<file path="config.mk">
export PLATFORM = sky130hd
export DESIGN_NAME = apt_queue
export DESIGN_NICKNAME = d
export VERILOG_FILES = /design/src/sv/apt_pkg.sv /design/src/sv/apt_queue.sv
export SDC_FILE = /design/constraint.sdc
export NUM_CORES = 1
export LEC_CHECK = 0
export ABC_AREA = 0
export ABC_CLOCK_PERIOD_IN_PS = 5200
export BUFFER_PORTS_ARGS = -buffer_cell sky130_fd_sc_hd__buf_2
export CORE_AREA = 2 2 290 292
export CTS_CLUSTER_SIZE = 8
export DETAILED_ROUTE_END_ITERATION = 10
export DIE_AREA = 0 0 292 294
export HOLD_SLACK_MARGIN = 0.08
export SETUP_SLACK_MARGIN = 0.15
export SYNTH_ARGS = -nofsm -noshare
export SYNTH_HDL_FRONTEND = slang
export SYNTH_SLANG_ARGS = --single-unit
</file>
<file path="constraint.sdc">
create_clock -name clk -period 5.2 [get_ports clk]
set_input_delay 0.26 -clock clk [delete_from_list [all_inputs] [get_ports clk]]
set_output_delay 0.26 -clock clk [all_outputs]
set_load 0.02 [all_outputs]
</file>
<file path="src/sv/apt_pkg.sv">
package apt_pkg;

    typedef enum logic [1:0] {
        CMD_TRANSLATE = 2'd0,
        CMD_SCALE     = 2'd1,
        CMD_ROTATE    = 2'd2,
        CMD_REFLECT   = 2'd3
    } apt_cmd_t;

    // cordic datapath is q2.30 with headroom
    localparam int CW = 33;
    localparam int ZW = 33;
    localparam int RADW = 26;
    localparam logic signed [RADW-1:0] RAD_Q30 = 26'sd18740330;
    localparam logic signed [CW-1:0] GAIN_Q30 = 33'sd652032874;

    typedef struct packed {
        apt_cmd_t           cmd;
        logic signed [31:0] x_in;
        logic signed [31:0] y_in;
        logic signed [31:0] param_a;
        logic signed [31:0] param_b;
    } apt_in_t;

    typedef struct packed {
        logic signed [31:0] x_out;
        logic signed [31:0] y_out;
        logic signed [31:0] row0_col0;
        logic signed [31:0] row0_col1;
        logic signed [31:0] row0_col2;
        logic signed [31:0] row1_col0;
        logic signed [31:0] row1_col1;
        logic signed [31:0] row1_col2;
    } apt_out_t;

    typedef struct packed {
        apt_in_t req;
        logic    neg;
    } apt_side_t;

    typedef struct packed {
        apt_side_t            side;
        logic signed [CW-1:0] xc;
        logic signed [CW-1:0] yc;
    } apt_cord_t;

    function automatic logic [31:0] atan_q30(input logic [4:0] idx);
        logic [31:0] v;
        unique case (idx)
            5'd0:  v = 32'd843314857;
            5'd1:  v = 32'd497837829;
            5'd2:  v = 32'd263043837;
            5'd3:  v = 32'd133525159;
            5'd4:  v = 32'd67021687;
            5'd5:  v = 32'd33543516;
            5'd6:  v = 32'd16775851;
            5'd7:  v = 32'd8388437;
            5'd8:  v = 32'd4194283;
            5'd9:  v = 32'd2097149;
            5'd10: v = 32'd1048576;
            5'd11: v = 32'd524288;
            5'd12: v = 32'd262144;
            5'd13: v = 32'd131072;
            5'd14: v = 32'd65536;
            5'd15: v = 32'd32768;
            5'd16: v = 32'd16384;
            5'd17: v = 32'd8192;
            5'd18: v = 32'd4096;
            5'd19: v = 32'd2048;
            5'd20: v = 32'd1024;
            5'd21: v = 32'd512;
            5'd22: v = 32'd256;
            5'd23: v = 32'd128;
            5'd24: v = 32'd64;
            5'd25: v = 32'd32;
            5'd26: v = 32'd16;
            5'd27: v = 32'd8;
            5'd28: v = 32'd4;
            5'd29: v = 32'd2;
            default: v = 32'd0;
        endcase
        return v;
    endfunction

endpackage

</file>
<file path="src/sv/apt_queue.sv">
module apt_queue
    import apt_pkg::*;
(
    input  logic      clk,
    input  logic      rst_n,
    input  logic      push,
    input  apt_cord_t push_word,
    output logic      full,
    output logic      out_valid,
    output apt_cord_t out_word
);

    localparam int DEPTH = 4;
    localparam int AW = $clog2(DEPTH);

    apt_cord_t       mem [0:DEPTH-1];
    logic [AW-1:0]   wr_reg, rd_reg;
    logic [AW:0]     cnt_reg;
    logic            valid_reg;
    apt_cord_t       out_reg;
    logic            pop;

    // the back end never stalls, so drain a word every cycle there is one
    assign pop  = (cnt_reg != '0);
    assign full = (cnt_reg == (AW+1)'(DEPTH));

    always_ff @(posedge clk or negedge rst_n)
    begin
        if (!rst_n)
        begin
            wr_reg    <= '0;
            rd_reg    <= '0;
            cnt_reg   <= '0;
            valid_reg <= 1'b0;
        end
        else
        begin
            if (push)
            begin
                wr_reg <= wr_reg + 1'b1;
            end
            if (pop)
            begin
                rd_reg <= rd_reg + 1'b1;
            end
            cnt_reg   <= cnt_reg + (AW+1)'(push) - (AW+1)'(pop);
            valid_reg <= pop;
        end
    end

    always_ff @(posedge clk)
    begin
        if (push)
        begin
            mem[wr_reg] <= push_word;
        end
        out_reg <= mem[rd_reg];
    end

    assign out_valid = valid_reg;
    assign out_word  = out_reg;

endmodule

</file>
==> key figures <==
Run status
  • Status: completed

Setup path
  • Worst Setup End Kind: flip-flop
  • WP data required: 5500 ps
  • Worst Setup Path Type: flip-flop to flip-flop
  • Worst EP arrival: 2720 ps
  • CP Launch Type: flip-flop
  • Critical Path Fanout Max: 84

Run
  • MaxCap Viol Count: 0

Routing
  • DRC: 0
  • Drt initial violations: 830
  • Via total after detailed routing: 15100
  • Drt first pass iters: 4
  • Via/cell ratio: 4.78
  • Wire per inst: 20.7 µm
  • Routed Antenna Nets: 0
  • Total Wirelength: 65.6 mm

STA
  • Tcrit/Tclk final: 46.5%
  • Slew Viols, Final: 0
  • Clk_skew: 38.5 ps
  • Endpoints failing setup: 0
  • Fmax: 413 MHz
  • Worst-margin pin slew: 917 ps
  • Max_slew headroom: 38.9%
  • Final hold violations: 0
  • Tmin final: 2420 ps
  • RSZ-0062 raised after global routing: false
  • Hold slack: 298 ps
  • TNS Setup: 0 ps

Power and ir drop
  • Logic pwr share: 22.7%
  • NetSw: 7.34 mW
  • Pwr dens: 608 nW/µm²
  • VDD IR-drop max: 0.385 mV
  • Sw Ratio: 28.5%
  • Total power draw: 25.7 mW
  • Sequential share of power: 44.2%
  • Leakage: 14.9 nW
  • Int Pwr: 18.4 mW
  • Clock power frac: 33.1%

Cells and area
  • Post-layout net count: 2184
  • Largest register FFs: 788
  • Syn-to-layout area delta: 29.3%
  • Final instance area: 42400 µm²
  • Layout cells sized above 1: 37.4%

Global routing
  • First-pass GRT wire length: 99.3 mm
  • Overflow after GRT: 0
  • Antenna violations before repair: 8
  • Largest net degree at the start of global routing: 115
  • Vias in the first global route: 16800
  • GR Util All Layers: 15.5%

Synthesis
  • List of most frequent post-synthesis cells: 788 x edfxtp_1, 197 x dfxtp_1, 197 x mux4_2
  • Syn Nets: 1468
  • Post-Synthesis Cells: 1261
  • Most used standard cell by instance count after synthesis: edfxtp_1
  • Share of synthesized registers carrying an async set or reset: 0.806%
  • Share of the synthesized area in the top cell type: 72.2%
  • Cell area after synthesis: 32800 µm²
  • Post-synth top area cell: edfxtp_1
  • Post-synth EDFFs: 788
  • Main synth FF type: edfxtp_1
  • Synth unique cells: 19
  • FF+latch count, synth: 993
  • Synthesized area per cell: 26.0 µm²
  • YS warnings: 0
  • Seq/Total Area, Yosys: 84.9%
  • Synth area leaders: edfxtp_1 72%, mux4_2 14%, dfxtp_1 12%, dfrtp_1 0.61%, buf_6 0.48%

Floorplanning
  • FP Rows: 106
  • Die Y: 294 µm
  • IO Pins: 399
  • Die X-Extent: 292 µm
  • Core ar.: 82900 µm²
  • Die area: 85800 µm²
  • Initial core utilization: 39.5%

CTS
  • CTS clk-pin slew, worst paths: 50 ps
  • Sink Count: 993
  • H-tree depth: 4
  • CTS Root Buffer Type: clkbuf_16
  • CTS Buffer Depth: 3
  • CTS buffer count: 143
  • Clk Latency, worst-skew pair: 700 ps
  • CTS tree: built

Placed design
  • GP Congestion: 0.717
  • Post-DP Area: 36100 µm²
  • Port bufs: 398
  • Final HPWL DP: 36.3 mm

Min path
  • Worst hold path type: primary input to flip-flop
metal layers:
metal / vias up / wire length, µm / share of wire (%) / track usage, %
met3: 135 / 4470 / 6.8 / 4.83
met1: 7825 / 26900 / 41 / 19.1
li1: 6707 / - / - / -
met4: 14 / 1560 / 2.4 / 5.70
met5: - / 90 / 0.14 / 0
met2: 418 / 32600 / 50 / 25.7
layout by cell type, fill, tap and decap left out, types with 6 or more instances in the layout:
cell / instances
edfxtp_1: 788
buf_2: 398
dlygate4sd3_1: 200
mux4_2: 197
dfxtp_1: 197
clkbuf_16: 144
clkbuf_1: 87
buf_12: 10
clkinv_16: 7
buf_4: 7
inv_1: 6
ha_1: 6
dfrtp_1: 6
metrics by stage:
| stage | util, % | setup WS (ps) | instances |
|---|---|---|---|
| global route | 51.1 | 2560 | 3161 |
| floorplan | - | 1720 | 1261 |
| global placement | 43.5 | 2700 | 2712 |
| detailed placement | 43.5 | 2700 | 2712 |
| CTS | 51.1 | 2680 | 3160 |
| finish | 51.1 | 2780 | 3162 |
cell families (layout without fill, tap and decap cells):
kind of cell    Yosys count  in the layout  synth area share, %
simple gates              7              7                0.126
mux                     197            197                 13.5
flops                   993            993                 84.9
fa+ha+maj                 7              7                0.290
compound gates            2              2               0.0382
xor+xnor                  5              5                0.134
other cells               0              2                    0
buf+inv                  50            869                0.982
final cells by class:
class	count	area [µm²]
Sequential cell	993	27800
Timing Repair Buffer	615	4250
Inverter	6	22.5
Tap cell	1080	1350
Antenna cell	2	5.00
Clock buffer	231	3930
Clock inverter	17	349
Fill cell	6484	40500
Multi-Input combinational cell	218	4640
final timing paths:
check | from | to | slack [ps] | cells after the start
min in group asynchronous | rst_n | cnt_reg[2] | 670 | 3
min | push_word[29] | mem[0][29] | 300 | 2
max | wr_reg[0] | mem[2][77] | 2780 | 4
min reg2reg | mem[1][93] | out_word[93] | 520 | 1
max reg2reg | wr_reg[0] | mem[2][77] | 2780 | 4
max in group asynchronous | rst_n | rd_reg[1] | 4130 | 3
worst max-delay path: stages, from the launching register on:
cell     delay [ps]
dfrtp_1         420
inv_1           110
ha_1            140
and2_4          720
buf_12          500
power by group through the flow:
stage	Combinational, mW	Clock [mW]	Sequential, mW
finish	5.85	8.53	11.4
global placement	5.85	0	11.5
floorplan	2.99	0	12.4
global route	6.29	9.12	11.6
CTS	6.04	8.79	11.4
detailed placement	5.89	0	11.5
what timing repair did:
action                    4_1_cts  5_1_grt
resized for setup               0        0
hold buffers                  200        0
buffers inserted                0        0
hold endpoints to repair      799        0
(Power assumes the default switching activity.)
