$ cat config.mk
export PLATFORM = sky130hd
export DESIGN_NAME = apt_front
export DESIGN_NICKNAME = d
export VERILOG_FILES = /design/src/sv/apt_pkg.sv /design/src/sv/apt_front.sv
export SDC_FILE = /design/constraint.sdc
export NUM_CORES = 2
export LEC_CHECK = 0
export BUFFER_PORTS_ARGS = -buffer_cell sky130_fd_sc_hd__buf_2
export CAP_MARGIN = 20
export CORE_MARGIN = 10
export CORE_UTILIZATION = 38
export DETAILED_ROUTE_END_ITERATION = 7
export HOLD_SLACK_MARGIN = 0.15
export PLACE_DENSITY = 0.63
export SKIP_CTS_REPAIR_TIMING = 1
export SLEW_MARGIN = 20
export SYNTH_ARGS = -nofsm -noshare
export SYNTH_HDL_FRONTEND = slang
export SYNTH_SLANG_ARGS = --single-unit
$ cat constraint.sdc
create_clock -name clk -period 6.84 [get_ports clk]
set_input_delay 0.342 -clock clk [delete_from_list [all_inputs] [get_ports clk]]
set_output_delay 0.342 -clock clk [all_outputs]
set_load 0.05 [all_outputs]
$ cat src/sv/apt_pkg.sv
package apt_pkg;

    typedef enum logic [1:0] {
        CMD_TRANSLATE = 2'd0,
        CMD_SCALE     = 2'd1,
        CMD_ROTATE    = 2'd2,
        CMD_REFLECT   = 2'd3
    } apt_cmd_t;

    // cordic datapath is q2.30 with headroom
    localparam int CW = 33;
    localparam int ZW = 33;
    localparam int RADW = 26;
    localparam logic signed [RADW-1:0] RAD_Q30 = 26'sd18740330;
    localparam logic signed [CW-1:0] GAIN_Q30 = 33'sd652032874;

    typedef struct packed {
        apt_cmd_t           cmd;
        logic signed [31:0] x_in;
        logic signed [31:0] y_in;
        logic signed [31:0] param_a;
        logic signed [31:0] param_b;
    } apt_in_t;

    typedef struct packed {
        logic signed [31:0] x_out;
        logic signed [31:0] y_out;
        logic signed [31:0] row0_col0;
        logic signed [31:0] row0_col1;
        logic signed [31:0] row0_col2;
        logic signed [31:0] row1_col0;
        logic signed [31:0] row1_col1;
        logic signed [31:0] row1_col2;
    } apt_out_t;

    typedef struct packed {
        apt_in_t req;
        logic    neg;
    } apt_side_t;

    typedef struct packed {
        apt_side_t            side;
        logic signed [CW-1:0] xc;
        logic signed [CW-1:0] yc;
    } apt_cord_t;

    function automatic logic [31:0] atan_q30(input logic [4:0] idx);
        logic [31:0] v;
        unique case (idx)
            5'd0:  v = 32'd843314857;
            5'd1:  v = 32'd497837829;
            5'd2:  v = 32'd263043837;
            5'd3:  v = 32'd133525159;
            5'd4:  v = 32'd67021687;
            5'd5:  v = 32'd33543516;
            5'd6:  v = 32'd16775851;
            5'd7:  v = 32'd8388437;
            5'd8:  v = 32'd4194283;
            5'd9:  v = 32'd2097149;
            5'd10: v = 32'd1048576;
            5'd11: v = 32'd524288;
            5'd12: v = 32'd262144;
            5'd13: v = 32'd131072;
            5'd14: v = 32'd65536;
            5'd15: v = 32'd32768;
            5'd16: v = 32'd16384;
            5'd17: v = 32'd8192;
            5'd18: v = 32'd4096;
            5'd19: v = 32'd2048;
            5'd20: v = 32'd1024;
            5'd21: v = 32'd512;
            5'd22: v = 32'd256;
            5'd23: v = 32'd128;
            5'd24: v = 32'd64;
            5'd25: v = 32'd32;
            5'd26: v = 32'd16;
            5'd27: v = 32'd8;
            5'd28: v = 32'd4;
            5'd29: v = 32'd2;
            default: v = 32'd0;
        endcase
        return v;
    endfunction

endpackage

$ cat src/sv/apt_front.sv
module apt_front
    import apt_pkg::*;
#(
    parameter int FRAC_BITS = 16
)
(
    input  logic                 clk,
    input  logic                 rst_n,
    input  logic                 in_valid,
    input  apt_in_t              in_word,
    output logic                 out_valid,
    output apt_side_t            out_side,
    output logic signed [ZW-1:0] out_z
);

    localparam int IPW = 33 - FRAC_BITS;
    localparam int UW = IPW + 1;
    localparam int S = UW + 9;
    localparam int MW = S - 7;
    localparam int QW = UW - 8;
    localparam int RW = FRAC_BITS + 10;
    localparam int PW = RW + RADW;
    localparam longint OFF_L = 360 * (((longint'(1) << (IPW - 1)) + 359) / 360);
    localparam longint M_L = ((longint'(1) << S) + 359) / 360;
    localparam longint HALF_L = longint'(180) << FRAC_BITS;
    localparam logic signed [RW-1:0] HALF = RW'(HALF_L);
    localparam logic signed [RW-1:0] QUARTER = RW'(HALF_L / 2);
    localparam logic signed [RW-1:0] FULL = RW'(HALF_L * 2);
    localparam logic signed [PW-1:0] RND = PW'(longint'(1) << (FRAC_BITS - 1));

    logic [4:0]            v_reg;
    apt_side_t             s1_reg, s2_reg, s3_reg, s4_reg, s5_reg;
    logic [UW-1:0]         u_reg, u2_reg;
    logic [FRAC_BITS-1:0]  f1_reg, f2_reg;
    logic [QW-1:0]         q_reg;
    logic signed [RW-1:0]  r_reg;
    logic signed [PW-1:0]  p_reg;
    logic signed [ZW-1:0]  z_reg;

    logic signed [32:0]    deg;
    logic signed [UW-1:0]  ipx;
    logic [UW-1:0]         u_next;
    logic [UW+MW-1:0]      prod;
    logic [UW-1:0]         q360;
    logic [8:0]            rm;
    logic signed [RW-1:0]  r0, r1, r_next;
    logic                  neg_next;
    logic signed [PW-1:0]  pr;

    always_comb
    begin
        deg = (in_word.cmd == CMD_REFLECT) ? {in_word.param_a, 1'b0}
                                           : {in_word.param_a[31], in_word.param_a};
        // floor of the integer degrees, biased positive by a multiple of 360
        ipx = UW'(signed'(deg[32:FRAC_BITS]));
        u_next = UW'($unsigned(ipx) + UW'(OFF_L));
        prod = UW'(u_reg) * MW'(M_L);
        q360 = UW'(q_reg) * UW'(360);
        rm = 9'(u2_reg - q360);
        r0 = signed'({1'b0, rm, f2_reg});
        r1 = (r0 >= HALF) ? r0 - FULL : r0;
        neg_next = 1'b0;
        r_next = r1;
        if (r1 > QUARTER)
        begin
            r_next = r1 - HALF;
            neg_next = 1'b1;
        end
        else if (r1 < -QUARTER)
        begin
            r_next = r1 + HALF;
            neg_next = 1'b1;
        end
        pr = PW'(r_reg) * PW'(RAD_Q30);
    end

    always_ff @(posedge clk or negedge rst_n)
    begin
        if (!rst_n)
        begin
            v_reg <= '0;
        end
        else
        begin
            v_reg <= {v_reg[3:0], in_valid};
        end
    end

    always_ff @(posedge clk)
    begin
        s1_reg <= '{req: in_word, neg: 1'b0};
        u_reg  <= u_next;
        f1_reg <= deg[FRAC_BITS-1:0];
        s2_reg <= s1_reg;
        q_reg  <= prod[S +: QW];
        u2_reg <= u_reg;
        f2_reg <= f1_reg;
        s3_reg <= '{req: s2_reg.req, neg: neg_next};
        r_reg  <= r_next;
        s4_reg <= s3_reg;
        p_reg  <= pr;
        s5_reg <= s4_reg;
        z_reg  <= ZW'((p_reg + RND) >>> FRAC_BITS);
    end

    assign out_valid = v_reg[4];
    assign out_side  = s5_reg;
    assign out_z     = z_reg;

endmodule

==> results by group <==
Status
  • Result of the run: finished, final reports clean

Place
  • Post-placement worst setup slack: 0.0384 ns
  • Hpwl dp: roughly 59000 um
  • Weighted congestion reported at the end of routability-driven placement: around 0.89
  • Dpl cells: 4472
  • Placement Cell Area: 38800 um2
  • Number of buffer cells added on primary ports: 297

Synth
  • Library cell with the largest summed area after synthesis: sky130_fd_sc_hd__dfxtp_1
  • Cell variety after synth: 71
  • Mux contribution to synthesized area: less than 1%
  • Cell area after technology mapping: 35400 um2
  • Mean instance size in the synthesized netlist: 12.2 um2
  • Most common cell in the netlist: sky130_fd_sc_hd__dfxtp_1
  • Number of warnings printed during yosys synthesis: 0
  • Predominant post-synthesis flop cell: sky130_fd_sc_hd__dfxtp_1
  • Synth Net Count: 3803
  • Top-area cell type share of the netlist area: a little under half
  • Leading post-synthesis cells by instance count: sky130_fd_sc_hd__dfxtp_1, sky130_fd_sc_hd__inv_1, sky130_fd_sc_hd__fa_1
  • Basic-gate share of the synthesized area counting and, or, nand and nor cells: 3.57%
  • XOR/XNOR Fraction of Synth Area: 3.06%
  • Largest cells by area after synthesis: sky130_fd_sc_hd__dfxtp_1, sky130_fd_sc_hd__fa_1, sky130_fd_sc_hd__ha_1, sky130_fd_sc_hd__inv_1, sky130_fd_sc_hd__xnor2_1
  • Adder and majority cell fraction of the synthesized area: between 30 and 40%
  • Gate count of the mapped netlist: 2894
  • Post-synthesis sequential area ratio: 46.2%
  • Synthesis-stage register bit count: 816
  • Fraction of registers with async set or reset after synthesis: 0.613%
  • Number of enable flip-flop cells after synthesis: 0
  • Synthesized-area fraction occupied by ao, oa, aoi and oai cells: about 3.8%
  • Main combinational cell family by area after synthesis: adder cells

CTS
  • Clk sink count: 816
  • Clock Latency Late Sink: 0.66 ns
  • TritonCTS buffer count: 79
  • Depth of the CTS H-tree: 3
  • Maximum number of buffers from clock root to sink: 3
  • TritonCTS clock tree: built
  • Clock-pin slew reported for the worst setup and hold paths after clock tree synthesis: about 0.060 ns
  • Library cell used as clock root buffer: sky130_fd_sc_hd__clkbuf_16

Critical path
  • Most numerous cell on the critical path: sky130_fd_sc_hd__fa_1
  • Arrival @ worst endpoint: 7.08 ns
  • CP Class: flip-flop to flip-flop
  • Critical Path, Cell by Cell: inv_2 > fa_1 > inv_1 > fa_1 > fa_1 > fa_1 > fa_1 > fa_1 > inv_1 > fa_1 > inv_1 > ha_1 > a21o_1 > a21o_1 > a21o_1 > a21oi_1 > a2bb2oi_2 > nand4_1 > a221o_1 > a21oi_2 > o21bai_1 > xor2_1
  • Max Fanout on Critical Path: 6
  • Slowest cell delay on critical path: about 0.56 ns
  • Startpoint Class: flip-flop
  • Required time at the endpoint of the critical path: 7.38 ns
  • Crit path capture type: flip-flop
  • Critical-path top delay cell: sky130_fd_sc_hd__fa_1

Route
  • Number of iterations in the first detailed-routing pass: 4
  • Post-Route WL: approximately 73000 um
  • Met1 wire length: 30700 um
  • Per-cell routed wire length: approximately 15 um
  • WL met2: ~37000 um
  • Number of antenna-violating nets in the routed design: 0
  • Drc violations: 0
  • Met3 WL: 3290 um
  • Total number of vias: 20100
  • Drt first-iter violations: approximately 760
  • Uppermost metal layer occupied by signal nets: met5
  • Via count normalized by instance count: 4.24

Global routing
  • Wire length of the first global-routing pass: 113000 um
  • GRT Total Usage: 13.6%
  • Via count of the first global-routing pass: 21000
  • Antenna violations before repair: 3
  • Largest net degree at the start of global routing: 50
  • Total global routing overflow: 0

Floorplanning
  • Core area: a little over 90000 um2
  • Initial core utilization: 38.5%
  • Floorplan die height: 325 um
  • Horizontal die dimension: 325 um
  • Number of rows in the core area: between 100 and 150
  • Die footprint: 106000 um2
  • I/O pin count: 298

Final layout
  • Share of final-layout standard cells stronger than drive strength 1: 15.1%
  • Area growth syn-to-layout: 21.7%
  • Final cell utilization of the core: 46.8%
  • Total non-filler cell area in the finished layout: 43100 um2
  • Number of nets in the final layout: roughly 4400
  • Final instance count without filler cells: 4751

Timing
  • Minimum clock period after layout: between 6 and 7 ns
  • Final worst-path setup slack: 0.302 ns
  • Final Cycle Share: a little over nine tenths
  • Final hold violations: 0
  • Count of final setup violators: 0
  • Normalized max-slew margin: 43.1%
  • Actual transition at the worst max-transition pin: 0.847 ns
  • Clock tree skew after final layout: approximately 0.036 ns
  • Maximum clock rate: 153 MHz
  • Pins Over Slew Limit: 0

Flow run
  • MaxCap Viol Count: 0

Min path
  • HP Class: input port to flip-flop
==> metal layers <==
layer  vias to the layer above  GRT usage (%)
met5                         -              0
met4                         2           4.41
met3                       118           3.06
met2                       324           24.0
met1                      9729           16.1
li1                       9965              -
==> per-stage QoR <==
step / hold WS [ns] / setup TNS (ns)
floorplan: 0.0464 / 0
global placement: 0.156 / 0
detailed placement: 0.165 / 0
CTS: -0.565 / 0
global route: 0.265 / -0.00509
finish: 0.305 / 0
==> worst max-delay path, delay by kind of cell, from the launching register on <==
family / cells / cell delay, ns
flops: 1 / 0.41
simple gates: 1 / 0.21
compound gates: 8 / 1.53
fa+ha+maj: 8 / 3.89
xor+xnor: 1 / 0.14
buf+inv: 4 / 0.25
==> layout make-up <==
type / instances / area (um2)
clock buffer: 104 / 2220
tap: 1243 / 1560
multi-input combinational: 1380 / 16500
clock inverter: 40 / 666
sequential: 816 / 16400
antenna: 2 / 5.00
inverter: 684 / 2570
fill: 8221 / 48900
timing repair buffer: 482 / 3220
==> cell families (layout without fill, tap and decap cells) <==
group,Yosys count,count (layout)
simple gates,275,275
buf+inv,698,1310
other cells,0,2
mux,11,11
flops,816,816
xor+xnor,123,123
fa+ha+maj,776,776
compound gates,195,195
==> path summary, 6_finish.rpt <==
kind,from,end,slack [ns],cells past startpoint
max reg2reg,r_reg[16],p_reg[43],0.30,22
min reg2reg,s3_reg[74],s4_reg[74],0.31,0
min in group asynchronous,rst_n,v_reg[2],0.60,3
max in group asynchronous,rst_n,v_reg[3],6.04,3
min,in_word[117],s1_reg[118],0.31,2
max,r_reg[16],p_reg[43],0.30,22
==> layout by cell type, fill, tap and decap left out, types with 6 or more instances in the layout <==
cell	instances
sky130_fd_sc_hd__dfxtp_1	804
sky130_fd_sc_hd__inv_1	675
sky130_fd_sc_hd__fa_1	393
sky130_fd_sc_hd__ha_1	382
sky130_fd_sc_hd__buf_2	297
sky130_fd_sc_hd__dlygate4sd3_1	133
sky130_fd_sc_hd__nand2_1	122
sky130_fd_sc_hd__clkbuf_16	79
sky130_fd_sc_hd__xnor2_1	78
sky130_fd_sc_hd__a21oi_1	54
sky130_fd_sc_hd__nor2_1	53
sky130_fd_sc_hd__buf_4	50
sky130_fd_sc_hd__xor2_1	43
sky130_fd_sc_hd__o21ai_0	40
sky130_fd_sc_hd__nand3_1	23
sky130_fd_sc_hd__and3_1	19
sky130_fd_sc_hd__clkbuf_8	15
sky130_fd_sc_hd__a21o_1	12
sky130_fd_sc_hd__bufinv_16	12
sky130_fd_sc_hd__o21a_1	11
sky130_fd_sc_hd__clkinv_2	11
sky130_fd_sc_hd__and2_1	10
sky130_fd_sc_hd__nand4_1	10
sky130_fd_sc_hd__clkbuf_1	10
sky130_fd_sc_hd__mux2i_1	9
sky130_fd_sc_hd__inv_2	8
sky130_fd_sc_hd__nor2b_1	7
sky130_fd_sc_hd__nor3_1	7
sky130_fd_sc_hd__dfxtp_2	7
sky130_fd_sc_hd__a211oi_1	6
Power is not shown: default switching activity piles up to over one toggle a cycle in this logic, so the estimate is an artifact.
